==> config.mk <==
export PLATFORM = sky130hd
export DESIGN_NAME = keypad_scan_code_entry_core
export DESIGN_NICKNAME = d
export VERILOG_FILES = /design/src/hdl/kpad_pkg.sv /design/src/hdl/kpad_ram.sv /design/src/hdl/kpad_row_match.sv /design/src/hdl/keypad_scan_code_entry_core.sv
export SDC_FILE = /design/constraint.sdc
export NUM_CORES = 1
export LEC_CHECK = 0
export ABC_CLOCK_PERIOD_IN_PS = 2900
export BUFFER_PORTS_ARGS = -buffer_cell sky130_fd_sc_hd__buf_2
export CAP_MARGIN = 20
export CORE_MARGIN = 2
export CORE_UTILIZATION = 23
export CTS_CLUSTER_DIAMETER = 60
export DETAILED_ROUTE_END_ITERATION = 10
export PLACE_DENSITY = 0.35
export RECOVER_POWER = 50
export SYNTH_ARGS = -nofsm -noshare
export SYNTH_HDL_FRONTEND = slang
export SYNTH_SLANG_ARGS = --single-unit
export TNS_END_PERCENT = 100
==> constraint.sdc <==
create_clock -name clk_i -period 2.9 [get_ports clk_i]
set_clock_uncertainty 0.1 [all_clocks]
set_input_delay 0.29 -clock clk_i [delete_from_list [all_inputs] [get_ports clk_i]]
set_output_delay 0.29 -clock clk_i [all_outputs]
set_load 0.1 [all_outputs]
==> src/hdl/kpad_pkg.sv <==
// Shared types and constants for the keypad scan and code entry block.
package kpad_pkg;

  typedef enum logic [2:0] {
    ST_IDLE,
    ST_SCAN,
    ST_APPLY,
    ST_READ,
    ST_EMIT
  } state_e;

  typedef struct packed {
    logic       hit;
    logic [1:0] col;
  } match_t;

  localparam logic [3:0] ColPatA = 4'hE;
  localparam logic [3:0] ColPatB = 4'hD;
  localparam logic [3:0] ColPatC = 4'hB;

  localparam logic [3:0] KeyNone = 4'd0;
  localparam logic [3:0] KeyOne  = 4'd1;
  localparam logic [3:0] KeyTwo  = 4'd2;
  localparam logic [3:0] KeyStar = 4'd10;
  localparam logic [3:0] KeyHash = 4'd12;

  localparam logic [3:0] RowBase0 = 4'd1;
  localparam logic [3:0] RowStep  = 4'd3;

  localparam logic [3:0] IndOff  = 4'b0000;
  localparam logic [3:0] IndOne  = 4'b0001;
  localparam logic [3:0] IndTwo  = 4'b0010;
  localparam logic [3:0] IndStar = 4'b1000;

  localparam int ReadoutLimit = 20;

endpackage

==> src/hdl/kpad_ram.sv <==
// Generic single-write, single-read RAM with registered read data.
module kpad_ram #(
  parameter int Width = 4,
  parameter int Depth = 20,
  parameter int AddrW = (Depth > 1) ? $clog2(Depth) : 1
) (
  input  logic             clk_i,
  input  logic             we_i,
  input  logic [AddrW-1:0] waddr_i,
  input  logic [Width-1:0] wdata_i,
  input  logic             re_i,
  input  logic [AddrW-1:0] raddr_i,
  output logic [Width-1:0] rdata_o
);

  logic [Width-1:0] mem_q [Depth];
  logic [Width-1:0] rdata_q;

  always_ff @(posedge clk_i) begin
    if (we_i) begin
      mem_q[waddr_i] <= wdata_i;
    end
    if (re_i) begin
      rdata_q <= mem_q[raddr_i];
    end
  end

  assign rdata_o = rdata_q;

endmodule

==> src/hdl/kpad_row_match.sv <==
// Shared column compare unit: finds the single pressed column in one row nibble.
module kpad_row_match (
  input  logic [3:0]      nibble_i,
  output kpad_pkg::match_t match_o
);

  always_comb begin
    match_o = '0;
    if (nibble_i == kpad_pkg::ColPatA) begin
      match_o.hit = 1'b1;
      match_o.col = 2'd0;
    end else if (nibble_i == kpad_pkg::ColPatB) begin
      match_o.hit = 1'b1;
      match_o.col = 2'd1;
    end else if (nibble_i == kpad_pkg::ColPatC) begin
      match_o.hit = 1'b1;
      match_o.col = 2'd2;
    end
  end

endmodule

==> src/hdl/keypad_scan_code_entry_core.sv <==
// Top level: row-serial keypad decode, code buffer and submit readout sequencer.
// Ordinary scan: rows are compared one per cycle in ST_SCAN, then ST_APPLY emits the result once the output is free.
// Hash readout: per buffer entry one RAM read (ST_READ) then emit (ST_EMIT), min(BUFFER_DEPTH,20) beats.
// Throughput: one scan at a time; in_stall_o is low only while the sequencer is idle.
// Reset: asynchronous, clears control state, key history, index, indicator and fill bits.
// Buffer entries with a clear fill bit read as zero, so no clearing pass is needed.
module keypad_scan_code_entry_core #(
  parameter int BUFFER_DEPTH = 20
) (
  input  logic       clk_i,
  input  logic       rst_ni,
  input  logic       in_valid_i,
  output logic       in_stall_o,
  input  logic [3:0] row0_columns_i,
  input  logic [3:0] row1_columns_i,
  input  logic [3:0] row2_columns_i,
  input  logic [3:0] row3_columns_i,
  output logic       out_valid_o,
  input  logic       out_stall_i,
  output logic [3:0] key_code_o,
  output logic       entry_submitted_o,
  output logic [3:0] indicator_pattern_o,
  output logic       digit_valid_o,
  output logic [4:0] digit_position_o,
  output logic [3:0] digit_value_o,
  output logic       last_of_run_o
);

  localparam int AW = (BUFFER_DEPTH > 1) ? $clog2(BUFFER_DEPTH) : 1;
  localparam int IW = $clog2(BUFFER_DEPTH + 1);
  localparam int NumOut = (BUFFER_DEPTH < kpad_pkg::ReadoutLimit) ? BUFFER_DEPTH
                                                                 : kpad_pkg::ReadoutLimit;

  kpad_pkg::state_e state_q, state_d;
  logic [15:0]       rows_q, rows_d;
  logic [1:0]        row_q, row_d;
  logic [3:0]        base_q, base_d;
  logic [3:0]        scanned_q, scanned_d;
  logic [3:0]        prev_q, prev_d;
  logic [IW-1:0]     idx_q, idx_d;
  logic [3:0]        ind_q, ind_d;
  logic [BUFFER_DEPTH-1:0] filled_q, filled_d;
  logic [4:0]        cnt_q, cnt_d;
  logic              filled_rd_q;

  logic              out_valid_q, out_valid_d;
  logic [3:0]        key_q, key_d;
  logic              sub_q, sub_d;
  logic [3:0]        oind_q, oind_d;
  logic              dv_q, dv_d;
  logic [4:0]        pos_q, pos_d;
  logic [3:0]        val_q, val_d;
  logic              last_q, last_d;

  logic [3:0]        nibble;
  kpad_pkg::match_t  match;
  logic [3:0]        key;
  logic              out_free;
  logic              ram_we, ram_re;
  logic [AW-1:0]     ram_waddr, ram_raddr;
  logic [3:0]        ram_rdata;

  always_comb begin
    unique case (row_q)
      2'd0:    nibble = rows_q[3:0];
      2'd1:    nibble = rows_q[7:4];
      2'd2:    nibble = rows_q[11:8];
      default: nibble = rows_q[15:12];
    endcase
  end

  kpad_row_match u_match (
    .nibble_i (nibble),
    .match_o  (match)
  );

  assign ram_waddr = AW'(idx_q);
  assign ram_raddr = AW'(cnt_q);

  kpad_ram #(
    .Width (4),
    .Depth (BUFFER_DEPTH),
    .AddrW (AW)
  ) u_buf (
    .clk_i   (clk_i),
    .we_i    (ram_we),
    .waddr_i (ram_waddr),
    .wdata_i (key),
    .re_i    (ram_re),
    .raddr_i (ram_raddr),
    .rdata_o (ram_rdata)
  );

  assign out_free = !out_valid_q || !out_stall_i;
  assign key = (scanned_q != prev_q) ? scanned_q : kpad_pkg::KeyNone;

  always_comb begin
    state_d     = state_q;
    rows_d      = rows_q;
    row_d       = row_q;
    base_d      = base_q;
    scanned_d   = scanned_q;
    prev_d      = prev_q;
    idx_d       = idx_q;
    ind_d       = ind_q;
    filled_d    = filled_q;
    cnt_d       = cnt_q;
    out_valid_d = out_valid_q && out_stall_i;
    key_d       = key_q;
    sub_d       = sub_q;
    oind_d      = oind_q;
    dv_d        = dv_q;
    pos_d       = pos_q;
    val_d       = val_q;
    last_d      = last_q;
    ram_we      = 1'b0;
    ram_re      = 1'b0;
    in_stall_o  = 1'b1;

    unique case (state_q)
      kpad_pkg::ST_IDLE: begin
        in_stall_o = 1'b0;
        if (in_valid_i) begin
          rows_d  = {row3_columns_i, row2_columns_i, row1_columns_i, row0_columns_i};
          row_d   = 2'd0;
          base_d  = kpad_pkg::RowBase0;
          state_d = kpad_pkg::ST_SCAN;
        end
      end
      kpad_pkg::ST_SCAN: begin
        if (match.hit) begin
          scanned_d = base_q + {2'b00, match.col};
          state_d   = kpad_pkg::ST_APPLY;
        end else if (row_q == 2'd3) begin
          scanned_d = kpad_pkg::KeyNone;
          state_d   = kpad_pkg::ST_APPLY;
        end else begin
          row_d  = row_q + 2'd1;
          base_d = base_q + kpad_pkg::RowStep;
        end
      end
      kpad_pkg::ST_APPLY: begin
        if (key == kpad_pkg::KeyHash) begin
          prev_d  = scanned_q;
          idx_d   = '0;
          ind_d   = kpad_pkg::IndOff;
          cnt_d   = '0;
          state_d = kpad_pkg::ST_READ;
        end else if (out_free) begin
          prev_d = scanned_q;
          if (key == kpad_pkg::KeyStar) begin
            filled_d = '0;
            idx_d    = '0;
            ind_d    = kpad_pkg::IndStar;
          end else if (key != kpad_pkg::KeyNone) begin
            if (key == kpad_pkg::KeyOne) ind_d = kpad_pkg::IndOne;
            if (key == kpad_pkg::KeyTwo) ind_d = kpad_pkg::IndTwo;
            if (idx_q < IW'(BUFFER_DEPTH)) begin
              ram_we              = 1'b1;
              filled_d[ram_waddr] = 1'b1;
              idx_d               = idx_q + IW'(1);
            end
          end
          out_valid_d = 1'b1;
          key_d       = key;
          sub_d       = 1'b0;
          oind_d      = ind_d;
          dv_d        = 1'b0;
          pos_d       = '0;
          val_d       = '0;
          last_d      = 1'b1;
          state_d     = kpad_pkg::ST_IDLE;
        end
      end
      kpad_pkg::ST_READ: begin
        ram_re  = 1'b1;
        state_d = kpad_pkg::ST_EMIT;
      end
      kpad_pkg::ST_EMIT: begin
        if (out_free) begin
          out_valid_d = 1'b1;
          key_d       = kpad_pkg::KeyHash;
          sub_d       = 1'b1;
          oind_d      = ind_q;
          dv_d        = 1'b1;
          pos_d       = cnt_q;
          val_d       = filled_rd_q ? ram_rdata : 4'd0;
          last_d      = (cnt_q == 5'(NumOut - 1));
          if (cnt_q == 5'(NumOut - 1)) begin
            state_d = kpad_pkg::ST_IDLE;
          end else begin
            cnt_d   = cnt_q + 5'd1;
            state_d = kpad_pkg::ST_READ;
          end
        end
      end
      default: state_d = kpad_pkg::ST_IDLE;
    endcase
  end

  always_ff @(posedge clk_i or negedge rst_ni) begin
    if (!rst_ni) begin
      state_q     <= kpad_pkg::ST_IDLE;
      row_q       <= '0;
      base_q      <= kpad_pkg::RowBase0;
      prev_q      <= kpad_pkg::KeyNone;
      idx_q       <= '0;
      ind_q       <= kpad_pkg::IndOff;
      filled_q    <= '0;
      cnt_q       <= '0;
      out_valid_q <= 1'b0;
    end else begin
      state_q     <= state_d;
      row_q       <= row_d;
      base_q      <= base_d;
      prev_q      <= prev_d;
      idx_q       <= idx_d;
      ind_q       <= ind_d;
      filled_q    <= filled_d;
      cnt_q       <= cnt_d;
      out_valid_q <= out_valid_d;
    end
  end

  always_ff @(posedge clk_i) begin
    rows_q    <= rows_d;
    scanned_q <= scanned_d;
    key_q     <= key_d;
    sub_q     <= sub_d;
    oind_q    <= oind_d;
    dv_q      <= dv_d;
    pos_q     <= pos_d;
    val_q     <= val_d;
    last_q    <= last_d;
    if (ram_re) begin
      filled_rd_q <= filled_q[ram_raddr];
    end
  end

  assign out_valid_o         = out_valid_q;
  assign key_code_o          = key_q;
  assign entry_submitted_o   = sub_q;
  assign indicator_pattern_o = oind_q;
  assign digit_valid_o       = dv_q;
  assign digit_position_o    = pos_q;
  assign digit_value_o       = val_q;
  assign last_of_run_o       = last_q;

  a_idx_bound: assert property (@(posedge clk_i) disable iff (!rst_ni)
    idx_q <= IW'(BUFFER_DEPTH))
    else $error("entry index beyond buffer depth");

  a_readout_fields: assert property (@(posedge clk_i) disable iff (!rst_ni)
    out_valid_q && dv_q |-> key_q == kpad_pkg::KeyHash && sub_q && oind_q == kpad_pkg::IndOff)
    else $error("readout beat carries wrong key or indicator");

  a_readout_last: assert property (@(posedge clk_i) disable iff (!rst_ni)
    out_valid_q && dv_q && last_q |-> pos_q == 5'(NumOut - 1))
    else $error("readout run ends at wrong position");

  a_ordinary_last: assert property (@(posedge clk_i) disable iff (!rst_ni)
    out_valid_q && !dv_q |-> last_q && !sub_q && pos_q == 5'd0)
    else $error("ordinary beat not marked last");

  a_accept_idle: assert property (@(posedge clk_i) disable iff (!rst_ni)
    in_valid_i && !in_stall_o |=> state_q == kpad_pkg::ST_SCAN && row_q == 2'd0)
    else $error("scan did not start from row zero");

endmodule

==> metrics, run 1 <==
DRT Wirelength=approximately 18000 um; Cell Pwr Density=1071 nW/um2; core area=32540 um2; final RePlAce weighted congestion=0.7199; global-route wire length before repair=28370 um; DR DRC count=0; Seq pwr share=37.4%; EDFF count, synth=approximately 120; kind of critical path=flip-flop to flip-flop; Leak=about 3.3 nW; Final setup violation count=0; initial antenna violation count=0; clk root buf=clkbuf_16; Worst Max-Slew Pin Slew=about 1300 ps; synth unique cells=61; DRT iter0 DRCs=297; Hold Path Class=primary input to flip-flop; max-cap viol count=0; asr flop ratio synth=27.91%; Pre-antenna DRT Iters=5; Final nets=between 600 and 700; sw frac=40.80%; Fin. Hold Viols=0; Period minus WS final=roughly 2800 ps; Die X=185.9 um; CTS tree=built; Initial Util=between 20% and 30%; HPWL after detailed placement=12410 um; synthesized cell area=~7600 um2; Layout Area Growth over Synthesis=21.10%; Worst-Skew Late Latency=430 ps; Util after Layout=28.34%; f_max=363.5 MHz; gr usage total=11.14%; crit end category=flip-flop; routed len/inst=17.01 um; deepest clock path buffer count=2; Final Cell Area=9220 um2; Boundary Pins=42; fraction of layout cells with a size suffix above 1=22.47%; Cells after DPL=1023; Placed Area=between 8000 and 9000 um2; via density per instance=4.243; critical-path maximum fanout=6; DR top layer=met4; synth warn=0; Int Pwr=5.844 mW; CTS H-Tree Depth=4; share of the yosys chip area belonging to registers=64.70%; number of synthesized register bits=172; Logic pwr share=between 40% and 50%; Post-DRT Antenna Nets=0; # rows=66; Max IR drop VDD=0.6059 mV; Clk pin slew, worst setup/hold paths=70 ps; Cells after Synth=529; grt ovf=0; fin crit share=about 95%; Critical Path AT=2970 ps; Clk pwr share=22.1%; Synth Flop Type=edfxtp_1; met1 wire length=8780 um; pin count of the biggest net entering global routing=49; die area=34570 um2; antenna cell count=0; final max-slew violation count=0; Syn Nets=562; final std cells w/o fill=approximately 1100; Slew Limit Headroom=between 10% and 20%; overall power=roughly 9.9 mW; CTS Buf Count=17; clock sink count=172; met3 wire length=roughly 500 um; Net Sw Power=4.028 mW; via count=4557; setup TNS=0 ps; Die Y=around 190 um; vias in the first global route=4764; unrepaired setup endpoints after global routing=no; status=finished, final reports clean; Critical Path RT=3110 ps; syn_area_per_cell=14.39 um2; CP startpoint kind=flip-flop; PortBufs=~40; met2 WL post-DR=8664 um
-- routing by layer --
metal,vias to the layer above,GRT usage [%]
met5,-,0
met4,0,4.535
met3,20,2.133
met2,78,17.74
met1,2308,14.90
li1,2151,-
-- path summary, 6_finish.rpt --
path | end | startpoint | cells after the start | slack [ps]
max | row_q[0]$_DFFE_PN0P_ | row_q[0]$_DFFE_PN0P_ | 9 | 150
min | out_valid_o$_DFF_PN0_ | out_stall_i | 3 | 70
max reg2reg | row_q[0]$_DFFE_PN0P_ | row_q[0]$_DFFE_PN0P_ | 9 | 150
min reg2reg | filled_q[10]$_DFFE_PN0P_ | filled_q[10]$_DFFE_PN0P_ | 2 | 400
max in group asynchronous | filled_q[15]$_DFFE_PN0P_ | rst_ni | 3 | 1260
min in group asynchronous | ind_q[2]$_DFFE_PN0P_ | rst_ni | 3 | 630
-- kinds of logic after synthesis --
logic type / Yosys count / share of synthesized area [%]
xor+xnor: 13 / 1.495
simple gates: 163 / 11.01
compound gates: 80 / 7.100
flops: 172 / 64.70
buf+inv: 45 / 2.646
mux: 43 / 10.81
fa+ha+maj: 13 / 2.235
-- cell usage after synthesis (all sizes together), types with 6 or more instances --
cell	number	area [um2]
mux2	11	127.6
xor2	6	52.55
buf	15	88.84
nor3	6	35.03
dfrtp	47	1176
mux4	30	675.7
nor2b	6	37.54
xnor2	7	61.31
a21oi	36	191.4
nor2	77	299.0
and2	7	43.79
o21ai	15	78.83
nand3	9	45.04
nand2	22	82.58
clkbuf	11	41.29
and3	12	75.07
edfxtp	124	3724
inv	19	71.32
ha	12	150.1
-- critical path, cell delays in order (launching register included) --
cell and delay, ps:
dfrtp_1 400, inv_1 90, ha_2 220, a222oi_1 440, a21oi_2 180, xnor2_1 180, a21oi_2 170, nor2_2 70
a2111o_1 490, mux2_4 280
-- stage by stage --
step | hold WS, ps | worst slack (ps)
floorplan | -105.6 | 139.4
global placement | 347.5 | 180.6
detailed placement | 353.4 | 106.2
CTS | 62.36 | 74.43
global route | 69.35 | 16.06
finish | 65.71 | 149.2
-- flip-flops by register name, indices dropped and copies added (netlist names), 3 cells and up --
signal and count:
prev_q 4, cnt_q 5, indicator_pattern_o 4, digit_position_o 5, ind_q 4, rows_q 16
scanned_q 4, filled_q 20, u_buf.rdata_o 4, base_q 4, idx_q 5, digit_value_o 4
key_code_o 4, u_buf.mem_q 80, state_q 3
-- placed cells by master (no fill, tap or decap), types with 3 or more instances in the layout --
cell type	count
buf_4	28
a21oi_1	33
clkbuf_1	30
xnor2_1	7
nor3_1	4
xor2_1	6
a222oi_1	3
ha_1	11
a21oi_2	3
dfrtp_1	47
and3_1	12
a21o_1	4
inv_8	5
nor2_1	75
mux2_2	10
inv_6	4
nand2_1	22
mux4_2	30
nand3b_1	5
nand2b_1	5
a22o_1	4
nand3_1	9
o21ai_0	15
and2_1	4
dlygate4sd3_1	17
inv_1	17
buf_2	20
edfxtp_1	124
nand4_1	4
clkbuf_16	17
nor2b_1	6
and2_0	3
-- power by group through the flow --
stage / Combinational, mW / Clock [mW] / Sequential (mW)
after detailed placement: 4.07 / 0 / 3.74
after floorplan: 2.32 / 0 / 4.34
after global routing: 4.35 / 2.34 / 3.76
final: 4.00 / 2.18 / 3.69
after CTS: 4.10 / 2.25 / 3.70
after global placement: 4.03 / 0 / 3.74
-- area by class of cell --
type / instances / area (um2)
Clock inverter: 14 / 123.9
Sequential cell: 172 / 4926
Tap cell: 442 / 553.0
Multi-Input combinational cell: 312 / 2495
Timing Repair Buffer: 97 / 619.3
Inverter: 19 / 73.82
Clock buffer: 18 / 429.2
Fill cell: 3340 / 23320
-- timing repair --
action / 4_1_cts / 5_1_grt
gates resized for setup: 0 / 3
setup endpoints to repair: 0 / 3
hold buffers: 17 / 0
endpoints found under the hold margin: 63 / 0
buffers inserted: 0 / 2
Note: power is estimated with default switching activity, not from simulation.
==> run 2: changes to the inputs <==
Settings changed: ABC_CLOCK_PERIOD_IN_PS 2900 to 3150, PLACE_DENSITY 0.35 to unset, PLACE_DENSITY_LB_ADDON set to 0.05.
Clock period 2.9 ns to 3.15 ns, I/O delays scaled along.
==> metrics, run 2 (synthesis results as in run 1) <==
status=complete, but fails checks (was finished, final reports clean); failing checks=capacitance limit, slew limit; initial antenna violation count=0 (unchanged); Logic pwr share=39.7% (was 40.5%); deepest clock path buffer count=2 (unchanged); max reg flops=80 (unchanged); CTS Buf Count=17 (unchanged); sw frac=40.36% (was 40.80%); Clk pwr share=23.3% (was 22.1%); Net Sw Power=3.742 mW (was 4.028 mW); worst r2r path cells=12 (was 9); DRT Wirelength=19060 um (was 18270 um); f_max=348.1 MHz (was 363.5 MHz); most common cell after layout, fill and taps aside=edfxtp_1 (unchanged); global-route wire length before repair=29900 um (was 28370 um); via density per instance=4.250 (was 4.243); max-cap viol count=1 (was 0); hold path startpoint=out_stall_i (unchanged); via count=4577 (was 4557); worst-path cell chain=inv_1 > ha_1 > a222oi_1 > a21oi_1 > nand2_1 > or3_1 > inv_1 > ha_1 > a21oi_1 > nor2b_1 > xnor2_1 > nor2_1 (was inv_1 > ha_2 > a222oi_1 > a21oi_2 > xnor2_1 > a21oi_2 > nor2_2 > a2111o_1 > mux2_4); Max IR drop VDD=0.3849 mV (was 0.6059 mV); antenna cell count=0 (unchanged); Slew Limit Headroom=-41.84% (was 12.96%); setup TNS=0 ps (unchanged); Critical Path RT=3250 ps (was 3110 ps); HPWL after detailed placement=13660 um (was 12410 um); vias in the first global route=4899 (was 4764); Clk pin slew, worst setup/hold paths=70 ps (about the same); r2r endpoint=scanned_q[3]$_SDFFCE_PP0P_ (was row_q[0]$_DFFE_PN0P_); hold-critical path endpoint=out_valid_o$_DFF_PN0_ (unchanged); # rows=66 (unchanged); Post-DRT Antenna Nets=0 (unchanged); CP startpoint kind=flip-flop (unchanged); final RePlAce weighted congestion=0.7471 (was 0.7199); CTS H-Tree Depth=4 (unchanged); final max-slew violation count=34 (was 0); CTS tree=built (unchanged); Final nets=655 (was 652); Seq pwr share=37.0% (was 37.4%); critical-path maximum fanout=4 (was 6); clock sink count=172 (unchanged); gr usage total=11.95% (was 11.14%); routed len/inst=17.70 um (was 17.01 um); CTS resizes=0 (unchanged); Int Pwr=5.528 mW (was 5.844 mW); Critical Path AT=2970 ps (about the same); kind of critical path=flip-flop to flip-flop (unchanged); Hold Path Class=primary input to flip-flop (unchanged); Initial Util=23.40% (unchanged); Layout Area Growth over Synthesis=21.96% (was 21.10%); Pre-antenna DRT Iters=5 (unchanged); Most Crowded Layer GR=met2 (unchanged); die area=34570 um2 (unchanged); Final Cell Area=9285 um2 (was 9220 um2); Cell Pwr Density=998.4 nW/um2 (was 1071 nW/um2); Leak=3.356 nW (was 3.330 nW); Hold Path Stages=3 (unchanged); crit end category=flip-flop (unchanged); most frequent cells in the layout=edfxtp_1, nor2_1, dfrtp_1 (unchanged); CP bufs+invs=2 (was 1); cell family with the largest share of critical-path delay=compound AO/OA/AOI/OAI gates (unchanged); met2 Use GR=18.63% (was 17.74%); Worst Max-Slew Pin Slew=2128 ps (was 1305 ps); fin crit share=91.19% (was 94.85%); Fin. Hold Viols=0 (unchanged); unrepaired setup endpoints after global routing=no (unchanged); Placed Area=8576 um2 (was 8537 um2); grt ovf=0 (unchanged); Boundary Pins=42 (unchanged); fraction of layout cells with a size suffix above 1=22.68% (was 22.47%); Top Registers=u_buf.mem_q (80), filled_q (20), rows_q (16) (unchanged); Die Y=185.9 um (unchanged); Global Route met3 Usage=2.583% (was 2.133%); overall power=9.270 mW (was 9.873 mW); DRT iter0 DRCs=269 (was 297); CP max stage delay=610 ps (was 490 ps); core area=32540 um2 (unchanged); DR DRC count=0 (unchanged); flop-to-flop setup slack=280 ps (was 150 ps); clk root buf=clkbuf_16 (unchanged); r2r startpoint=row_q[0]$_DFFE_PN0P_ (unchanged); Period minus WS final=2873 ps (was 2751 ps); met1 usage=16.29% (was 14.90%); Final setup violation count=0 (unchanged); pin count of the biggest net entering global routing=34 (was 49); Worst-Skew Late Latency=440 ps (was 430 ps); critical path's slowest cell=a222oi_1 (was a2111o_1); PortBufs=41 (unchanged); Most flops, register=u_buf.mem_q (unchanged); Die X=185.9 um (unchanged)
run 2: per-stage QoR:
stage	cells	util [%]	hold WS [ps]	setup WS (ps)
final	1077	28.54	104.3	277.4
after global routing	1077	28.54	99.01	47.28
after CTS	1077	28.73	67.90	233.8
after detailed placement	1028	26.36	384.0	241.4
after global placement	1028	26.36	374.3	377.3
after floorplan	529	-	-80.59	389.4
run 2: layout make-up:
| class | count | area, um2 |
|---|---|---|
| Fill cell | 3338 | 23250 |
| Multi-Input combinational cell | 312 | 2491 |
| Sequential cell | 172 | 4927 |
| Inverter | 19 | 71.32 |
| Clock buffer | 17 | 425.4 |
| Clock inverter | 15 | 177.7 |
| Timing Repair Buffer | 100 | 639.4 |
| Tap cell | 442 | 553.0 |
run 2: tightest hold or removal path, stage by stage:
cell and delay (ps):
buf_2 90, nand2_1 100, nand3_1 110
run 2: per-layer routing:
| metal | up-vias | share of wire, % |
|---|---|---|
| li1 | 2163 | - |
| met1 | 2320 | 49 |
| met2 | 77 | 47 |
| met3 | 17 | 3.2 |
| met4 | 0 | 1.5 |
| met5 | - | 0 |
run 2: worst max-delay path by stage:
stage                                from                      endpoint  slack, ps  cells past startpoint
global placement     row_q[0]$_DFFE_PN0P_    scanned_q[3]$_SDFFCE_PP0P_        380                     11
floorplan           out_valid_o$_DFF_PN0_  u_buf.mem_q[15][0]$_DFFE_PP_        390                      7
finish               row_q[0]$_DFFE_PN0P_    scanned_q[3]$_SDFFCE_PP0P_        280                     12
detailed placement   row_q[0]$_DFFE_PN0P_    scanned_q[3]$_SDFFCE_PP0P_        240                     12
CTS                  row_q[0]$_DFFE_PN0P_    scanned_q[3]$_SDFFCE_PP0P_        230                     12
global route         row_q[0]$_DFFE_PN0P_    scanned_q[3]$_SDFFCE_PP0P_         50                     11
run 2: power groups by stage:
stage	Combinational [mW]	Clock, mW	Sequential [mW]
after floorplan	2.13	0	4.00
after global placement	3.79	0	3.49
after detailed placement	3.80	0	3.49
after CTS	3.83	2.24	3.45
after global routing	4.01	2.34	3.50
final	3.68	2.16	3.43
run 2: timing repair:
action / in CTS / in global routing
endpoints found under the setup margin: 0 / 0
endpoints found under the hold margin: 47 / 0
hold buffers: 17 / 0
buffers inserted: 0 / 0
==> run 3: changes to the inputs <==
Settings changed: ABC_CLOCK_PERIOD_IN_PS 3150 to 3330, CORE_MARGIN 2 to unset.
Clock period 3.15 ns to 3.33 ns, I/O delays scaled along.
==> metrics, run 3 (synthesis results as in run 1) <==
status=complete, but fails checks (unchanged); failing checks=capacitance limit, slew limit (unchanged); clock sink count=172 (unchanged); max reg flops=80 (unchanged); setup TNS=0 ps (unchanged); vias in the first global route=4724 (was 4899); final RePlAce weighted congestion=0.7014 (was 0.7471); die area=33830 um2 (was 34570 um2); # rows=66 (unchanged); deepest clock path buffer count=2 (unchanged); via count=4522 (was 4577); final max-slew violation count=32 (was 34); fraction of layout cells with a size suffix above 1=21.76% (was 22.68%); Util after Layout=28.19% (was 28.54%); hold path startpoint=out_stall_i (unchanged); routed len/inst=18.21 um (was 17.70 um); PortBufs=41 (unchanged); DR DRC count=0 (unchanged); CTS Buf Count=17 (unchanged); Worst-Skew Late Latency=440 ps (about the same); grt ovf=0 (unchanged); DRT iter0 DRCs=270 (was 269); unrepaired setup endpoints after global routing=no (unchanged); initial antenna violation count=0 (unchanged); Period minus WS final=2959 ps (was 2873 ps); most frequent cells in the layout=edfxtp_1, nor2_1, dfrtp_1 (unchanged); DRT Wirelength=19430 um (was 19060 um); CP startpoint kind=flip-flop (unchanged); CTS tree=built (unchanged); Hold Path Stages=3 (unchanged); Clk pin slew, worst setup/hold paths=70 ps (about the same); DP Worst Slack=368.6 ps (was 241.4 ps); Worst Max-Slew Pin Slew=2005 ps (was 2128 ps); Hold Path Class=primary input to flip-flop (unchanged); antenna cell count=0 (unchanged); Leak=3.311 nW (was 3.356 nW); r2r startpoint=row_q[0]$_DFFE_PN0P_ (unchanged); most common cell after layout, fill and taps aside=edfxtp_1 (unchanged); CTS resizes=0 (unchanged); Layout Area Growth over Synthesis=20.48% (was 21.96%); Die X=183.9 um (was 185.9 um); Boundary Pins=42 (unchanged); Initial Util=23.40% (unchanged); pin count of the biggest net entering global routing=32 (was 34); CTS H-Tree Depth=4 (unchanged); setup ws final=371.3 ps (was 277.4 ps); f_max=338.0 MHz (was 348.1 MHz); clk root buf=clkbuf_16 (unchanged); core area=32540 um2 (unchanged); max-cap viol count=1 (unchanged); Cell Pwr Density=940.1 nW/um2 (was 998.4 nW/um2); crit end category=flip-flop (unchanged); setup repair bufs after CTS=0 (unchanged); Post-DRT Antenna Nets=0 (unchanged); CP Launch Point=row_q[0]$_DFFE_PN0P_ (unchanged); Pre-antenna DRT Iters=5 (unchanged); HPWL after detailed placement=13670 um (was 13660 um); Critical Path AT=3040 ps (was 2970 ps); worst r2r path cells=12 (unchanged); Max IR drop VDD=0.3702 mV (was 0.3849 mV); Slew Limit Headroom=-33.64% (was -41.84%); Final nets=645 (was 655); critical-path maximum fanout=4 (unchanged); kind of critical path=flip-flop to flip-flop (unchanged); fin crit share=88.85% (was 91.19%); Most flops, register=u_buf.mem_q (unchanged); Die Y=183.9 um (was 185.9 um); Fin. Hold Viols=0 (unchanged); Top Registers=u_buf.mem_q (80), filled_q (20), rows_q (16) (unchanged); gr usage total=12.29% (was 11.95%); global-route wire length before repair=30040 um (was 29900 um); via density per instance=4.238 (was 4.250); Critical Path RT=3410 ps (was 3250 ps); Final setup violation count=0 (unchanged); FILL cells=3336 (was 3338)
[run 3: worst max-delay path, cell delays in order (launching register included)]
cell and delay, ps:
dfrtp_1 420, inv_1 80, ha_1 260, a222oi_1 650, a21oi_1 200, nand2_1 120
or3_1 160, inv_1 60, ha_1 270, a21oi_1 120, nor2b_1 70, xnor2_1 130
nor2_1 60
[run 3: timing repair]
action                                  in CTS  in global routing
endpoints found under the setup margin       0                  0
hold buffers                                17                  0
endpoints found under the hold margin       45                  0
[run 3: worst paths after layout]
| path | endpoint | slack, ps |
|---|---|---|
| worst max register to register | scanned_q[3]$_SDFFCE_PP0P_ | 370 |
| min in group asynchronous | base_q[3]$_DFFE_PN0P_ | 890 |
| worst min register to register | filled_q[7]$_DFFE_PN0P_ | 390 |
| worst min-delay path | out_valid_o$_DFF_PN0_ | 120 |
| max in group asynchronous | filled_q[0]$_DFFE_PN0P_ | 880 |
| worst max-delay path | scanned_q[3]$_SDFFCE_PP0P_ | 370 |
[run 3: power breakdown]
group	total, mW	switching, mW	internal, mW
registers	3.32	0.391	2.93
logic	3.34	2.23	1.11
clock network	1.96	0.911	1.05
total	8.62	3.53	5.09
[run 3: stage by stage]
step	area [um2]	hold slack, ps	cells	power [mW]
3_3_place_gp	8489	371.2	1018	6.810
2_1_floorplan	7614	-62.59	529	5.796
4_1_cts	9225	108.3	1067	8.822
6_report	9173	116.1	1067	8.623
3_5_place_dp	8489	380.1	1018	6.818
5_1_grt	9173	132.7	1067	9.156
[run 3: area by class of cell]
type / instances / area (um2) / share of cell area [%]
multi-input cells: 312 / 2487 / 27.12
inverters: 19 / 71.32 / 0.7775
clock inverters: 14 / 136.4 / 1.487
clock buffers: 18 / 429.2 / 4.679
well taps: 442 / 553.0 / 6.029
repair buffers: 90 / 566.8 / 6.179
flip-flops and latches: 172 / 4928 / 53.73
[run 3: metal layers]
metal  part of all wire (%)  global-route usage [%]  wire length (um)
met4                    1.4                   4.300               278
met5                      0                       0                 0
met1                     49                   17.12              9597
met3                    4.1                   2.734               793
met2                     45                   18.70              8758
